### src/design/cell_polygon_classifier_defines.svh
// ----------------------------------------------------------------------------
// cell polygon classifier assertion macros
// shared property forms for the concurrent checks of the block
// ----------------------------------------------------------------------------
`ifndef CELL_POLYGON_CLASSIFIER_DEFINES_SVH
`define CELL_POLYGON_CLASSIFIER_DEFINES_SVH

// same-cycle implication, sampled on clk and held off during reset
`define CPC_ASSERT_IMP(lbl, ante, cons, msg) \
    lbl: assert property (@(posedge clk) disable iff (!rst_n) (ante) |-> (cons)) \
        else $error(msg);

// next-cycle implication, sampled on clk and held off during reset
`define CPC_ASSERT_NXT(lbl, ante, cons, msg) \
    lbl: assert property (@(posedge clk) disable iff (!rst_n) (ante) |=> (cons)) \
        else $error(msg);

`endif

### src/design/cpc_pkg.sv
// ----------------------------------------------------------------------------
// cpc_pkg
// sizes, request and relation codes, sequencer states and the edge unit
// control group of the cell polygon classifier
// ----------------------------------------------------------------------------
package cpc_pkg;

    localparam int MAX_VERTICES = 256;
    localparam int COORD_BITS   = 32;
    localparam int ADDR_BITS    = $clog2(MAX_VERTICES);
    localparam int CNT_BITS     = $clog2(MAX_VERTICES + 1);
    localparam int DIFF_BITS    = COORD_BITS + 1;
    localparam int PROD_BITS    = 2 * DIFF_BITS;
    localparam int MEM_BITS     = 2 * COORD_BITS;

    localparam logic [1:0] REQ_CLEAR  = 2'd0;
    localparam logic [1:0] REQ_APPEND = 2'd1;
    localparam logic [1:0] REQ_QUERY  = 2'd2;

    localparam logic [1:0] REL_OUTSIDE   = 2'd0;
    localparam logic [1:0] REL_INSIDE    = 2'd1;
    localparam logic [1:0] REL_INTERSECT = 2'd2;

    typedef enum logic [2:0] {
        ST_IDLE,
        ST_PRIME,
        ST_LOADJ,
        ST_MUL_A,
        ST_MUL_B,
        ST_FINISH,
        ST_CLASSIFY
    } cpc_state_t;

    typedef struct packed {
        logic clear;
        logic load_prev;
        logic mul_a;
        logic mul_b;
    } edge_ctl_t;

endpackage

### src/design/cpc_edge_unit.sv
// ----------------------------------------------------------------------------
// cpc_edge_unit
// shared multiplier and compare for the crossing test, one edge in two
// passes, with the running even-odd parity
// ----------------------------------------------------------------------------
module cpc_edge_unit (
    input  logic                                  clk,
    input  logic                                  rst_n,
    input  cpc_pkg::edge_ctl_t                    ctl,
    input  logic signed [cpc_pkg::COORD_BITS-1:0] qx,
    input  logic signed [cpc_pkg::COORD_BITS-1:0] qy,
    input  logic signed [cpc_pkg::COORD_BITS-1:0] rx,
    input  logic signed [cpc_pkg::COORD_BITS-1:0] ry,
    output logic                                  corner_in
);
    import cpc_pkg::*;

    logic signed [COORD_BITS-1:0] xj_reg, yj_reg, xi_reg, yi_reg;
    logic signed [PROD_BITS-1:0]  lhs_reg, rhs_reg;
    logic                         cross_reg, dpos_reg;
    logic                         eval_reg, parity_reg;

    logic signed [DIFF_BITS-1:0]  op_a, op_b;
    logic signed [PROD_BITS-1:0]  prod;
    logic                         hit;

    function automatic logic signed [DIFF_BITS-1:0] ext(input logic signed [COORD_BITS-1:0] v);
        ext = DIFF_BITS'(v);
    endfunction

    // first pass (x - xi) * (yj - yi), second pass (xj - xi) * (y - yi)
    always_comb
    begin
        if (ctl.mul_b)
        begin
            op_a = ext(xj_reg) - ext(xi_reg);
            op_b = ext(qy) - ext(yi_reg);
        end
        else
        begin
            op_a = ext(qx) - ext(rx);
            op_b = ext(yj_reg) - ext(ry);
        end
        prod = op_a * op_b;
    end

    // sign of the edge's dy picks the direction of the compare
    assign hit       = dpos_reg ? (lhs_reg < rhs_reg) : (rhs_reg < lhs_reg);
    assign corner_in = parity_reg ^ (eval_reg & hit);

    always_ff @(posedge clk)
    begin
        if (ctl.load_prev)
        begin
            xj_reg <= rx;
            yj_reg <= ry;
        end
        else if (ctl.mul_b)
        begin
            xj_reg <= xi_reg;
            yj_reg <= yi_reg;
        end
        if (ctl.mul_a)
        begin
            xi_reg    <= rx;
            yi_reg    <= ry;
            lhs_reg   <= prod;
            cross_reg <= (ry > qy) != (yj_reg > qy);
            dpos_reg  <= yj_reg > ry;
        end
        if (ctl.mul_b)
        begin
            rhs_reg <= prod;
        end
    end

    always_ff @(posedge clk or negedge rst_n)
    begin
        if (!rst_n)
        begin
            eval_reg   <= 1'b0;
            parity_reg <= 1'b0;
        end
        else
        begin
            eval_reg <= ctl.mul_b & cross_reg;
            if (ctl.clear)
            begin
                parity_reg <= 1'b0;
            end
            else if (eval_reg)
            begin
                parity_reg <= parity_reg ^ hit;
            end
        end
    end

endmodule

### config.mk
export PLATFORM = sky130hd
export DESIGN_NAME = cpc_edge_unit
export DESIGN_NICKNAME = d
export VERILOG_FILES = /design/src/design/cell_polygon_classifier_defines.svh /design/src/design/cpc_pkg.sv /design/src/design/cpc_edge_unit.sv
export SDC_FILE = /design/constraint.sdc
export NUM_CORES = 2
export LEC_CHECK = 0
export BUFFER_PORTS_ARGS = -buffer_cell sky130_fd_sc_hd__buf_2
export CAP_MARGIN = 40
export CORE_MARGIN = 10
export CORE_UTILIZATION = 60
export DETAILED_ROUTE_END_ITERATION = 12
export PLACE_DENSITY = 0.8
export RECOVER_POWER = 25
export REMOVE_ABC_BUFFERS = 1
export SYNTH_ARGS = -nofsm -noshare
export SYNTH_HDL_FRONTEND = slang
export SYNTH_SLANG_ARGS = --single-unit
### constraint.sdc
create_clock -name clk -period 9.25 [get_ports clk]
set_clock_uncertainty 0.05 [all_clocks]
set_input_delay 1.85 -clock clk [delete_from_list [all_inputs] [get_ports clk]]
set_output_delay 1.85 -clock clk [all_outputs]
set_load 0.01 [all_outputs]
==> metrics.md <==
| Metric | Value |
|---|---|
| Worst setup margin | `-2.47 ns` |
| Reg-to-Reg End | `lhs_reg[63]$_DFFE_PP_` |
| Reg2reg start | `xj_reg[1]$_DFFE_PP_` |
| Hold Startpoint | `xi_reg[3]$_DFFE_PP_` |
| Cell variety after synth | `80` |
| Simple-Gate Fraction of Synth Area | `13.2%` |
| Post-synthesis sequential area ratio | `roughly 14%` |
| Min Clock Period, post-route | `11.72 ns` |
| Via/cell ratio | `5.98` |
| CTS Hold Bufs | `0` |
| Clock buffer depth | `3` |
| Largest net degree at the start of global routing | `78` |
| Clock latency on the worst-skew pair | `0.63 ns` |
| CTS buffer count | `35` |
| Non-Filler Instances | `8535` |
| Most frequent CP cell | `fa_1` |
| Synth top area share | `40.3%` |
| Final worst path period share | `127%` |
| Starting Density | `60.3%` |
| R2R setup slack | `-1.98 ns` |
| Ratio of cells with drive above 1 in the final layout | `between 20% and 30%` |
| Worst-path fanout max | `7` |
| Max frequency | `~0.085 GHz` |
| RSZ-0062 raised after global routing | `yes` |
| Worst min path class | `register to register` |
| Hold Crit Depth | `2` |
| Reg2Reg Depth | `38` |
| Slew Viols, Final | `141` |
| Die width | `~330 um` |
| Hold Path Sink | `xj_reg[3]$_DFFE_PP_` |
| DP Worst Slack | `-3.21 ns` |
| Critical path's slowest cell | `fa_1` |
| Largest family of logic cells by synthesized area | `adder cells` |
| Routability Congestion | `0.997` |
| Initial DRC Count | `5362` |
| Synth Cell Area | `57100 um^2` |
| Vias in the first global route | `around 56000` |
| Area after DPL | `67500 um^2` |
| Chip height | `~330 um` |
| Fill count | `5633` |
| Clk sinks | `~260` |
| FF+latch count, synth | `264` |
| Drt first pass iters | `12` |
| Routed len/inst | `approximately 23 um` |
| Post-DP HPWL | `141000 um` |
| Failing checks | `max-capacitance violations, max-slew violations, negative setup slack` |
| H-tree levels | `2` |
| Final setup fails | `around 110` |
| Slew HR | `-236%` |
| Cell count after synthesis | `6098` |
| Setup crit end kind | `register` |
| Mux cell area share after synthesis | `0.657%` |
| DRC Markers | `0` |
| Top Ports | `135` |
| Clk pin slew, worst setup/hold paths | `0.06 ns` |
| Grt total ovfl | `0` |
| # nets final | `8996` |
| DRT Wirelength | `200000 um` |
| Die area | `about 110000 um^2` |
| Slew @ Worst Pin | `approximately 5 ns` |
| Syn-to-layout area delta | `28.1%` |
| Core footprint | `roughly 95000 um^2` |
| Via Count | `51064` |
| Mean post-synth cell area | `9.37 um^2` |
| Adder-Cell Fraction of Synth Area | `50.7%` |
| Site Rows | `113` |
| Port Buffer Count | `134` |
| Final Hold Slack | `between 0.5 and 0.6 ns` |
| CTS tree | `built` |
| Initial antenna violation count | `14` |
| Ys async rst share | `0.758%` |
| CP required | `9.53 ns` |
| Dominant cell type by area after synthesis | `fa_1` |
| First-pass GRT wire length | `roughly 300000 um` |
| Placed Cells | `8304` |
| Crit Path Class | `input port to register` |
| Largest stage delay, worst path | `0.65 ns` |
| Number of flops mapped to enable cells by yosys | `262` |
| Main synth FF type | `edfxtp_1` |
| Synth warn | `0` |
| Largest cells by area after synthesis | `fa_1, edfxtp_1, ha_1` |
| XOR/XNOR Fraction of Synth Area | `~2.7%` |
| Root buf cell | `clkbuf_16` |
| Design area | `roughly 73000 um^2` |
| Final Hold Fails | `0` |
| Max-cap violations | `3` |
| Status | `finished, violations left` |
| Remaining antenna violation count | `0` |
| Crit path DAT | `~12 ns` |
| GRT Total Usage | `between 30% and 40%` |
| Startpoint types | `input port` |
| Synth Area in Compound Gates | `8.79%` |
[worst max-delay path by stage]
stage,endpoint,slack (ns),start,cells past startpoint
floorplan,lhs_reg[65]$_DFFE_PP_,-2.75,ry[0],31
global placement,lhs_reg[46]$_DFFE_PP_,-3.02,qx[0],41
detailed placement,lhs_reg[46]$_DFFE_PP_,-3.21,qx[0],41
CTS,lhs_reg[63]$_DFFE_PP_,-1.51,rx[0],37
global route,lhs_reg[63]$_DFFE_PP_,-2.47,rx[1],39
finish,lhs_reg[63]$_DFFE_PP_,-2.47,rx[1],39
[through the flow]
step	util [%]	TNS, ns
floorplan	-	-194.75
global placement	71.2	-241.37
global route	77.2	-178.81
detailed placement	71.3	-258.17
finish	77.2	-173.25
CTS	75.5	-107.47
[layer usage]
layer / track usage (%) / share of wire (%) / vias up
met5: 0 / 0.12 / -
met4: 23.5 / 9.1 / 14
li1: - / - / 21219
met3: 8.57 / 11 / 1370
met2: 58.7 / 47 / 3520
met1: 39.2 / 32 / 24941
[repair_timing]
item	in CTS	in global routing
pin swaps	213	166
gates resized for setup	421	286
setup buffers	104	71
cloned	6	4
setup endpoints to repair	108	108
[critical path, delay by kind of cell]
| kind | cells | cell delay (ns) |
|---|---|---|
| AOI/OAI and AO/OA | 13 | 2.82 |
| buffers and inverters | 9 | 1.46 |
| adders and majority gates | 10 | 4.85 |
| xor gates and xnor gates | 2 | 0.35 |
| and+or+nand+nor | 5 | 0.64 |
[cells in the mapped netlist, types with 6 or more instances]
cell type / instances
a2111oi_0: 7
a211o_1: 8
a211oi_1: 27
a21boi_0: 6
a21o_1: 138
a21oi_1: 216
a31oi_1: 22
and2_1: 202
and3_1: 17
and4_1: 6
buf_1: 7
buf_2: 35
clkbuf_1: 195
edfxtp_1: 262
fa_1: 1149
ha_1: 476
inv_1: 1291
mux2_2: 15
mux2i_1: 17
nand2_1: 915
nand2b_1: 48
nand3_1: 44
nand4_1: 52
nor2_1: 244
nor2b_1: 72
nor3_1: 26
nor4_1: 9
o211ai_1: 10
o21a_1: 41
o21ai_0: 175
o21ai_1: 38
o21bai_1: 25
o31a_1: 6
o31ai_1: 15
or2_2: 13
or3_1: 12
xnor2_1: 118
xor2_1: 55
[layout make-up]
| type | count | area (um^2) | area share (%) |
|---|---|---|---|
| Sequential cell | 264 | 7920 | 10.8 |
| Multi-Input combinational cell | 4305 | 46500 | 63.5 |
| Timing Repair Buffer | 1339 | 11100 | 15.2 |
| Clock buffer | 41 | 898 | 1.23 |
| Antenna cell | 6 | 15.0 | 0.0205 |
| Tap cell | 1265 | 1580 | 2.16 |
| Inverter | 1292 | 4860 | 6.65 |
| Clock inverter | 23 | 294 | 0.402 |
[cell families after synthesis]
logic type	Yosys count
DFF	264
and+or+nand+nor	1675
buffers and inverters	1532
AOI/OAI and AO/OA	795
xor gates and xnor gates	173
muxes	34
adders and majority gates	1625
[cell usage in the layout (no fill, tap or decap), types with 79 or more instances in the layout]
master       n
and2_1     185
nand2_1    884
a21oi_1    153
edfxtp_1   262
ha_1       429
o21ai_0    144
buf_12      84
inv_1     1228
nor2_1     216
a21o_1     138
xnor2_1     82
buf_4      976
buf_6       79
fa_1      1093
buf_2      118
Power is not shown: default switching activity piles up to over one toggle a cycle in this logic, so the estimate is an artifact.
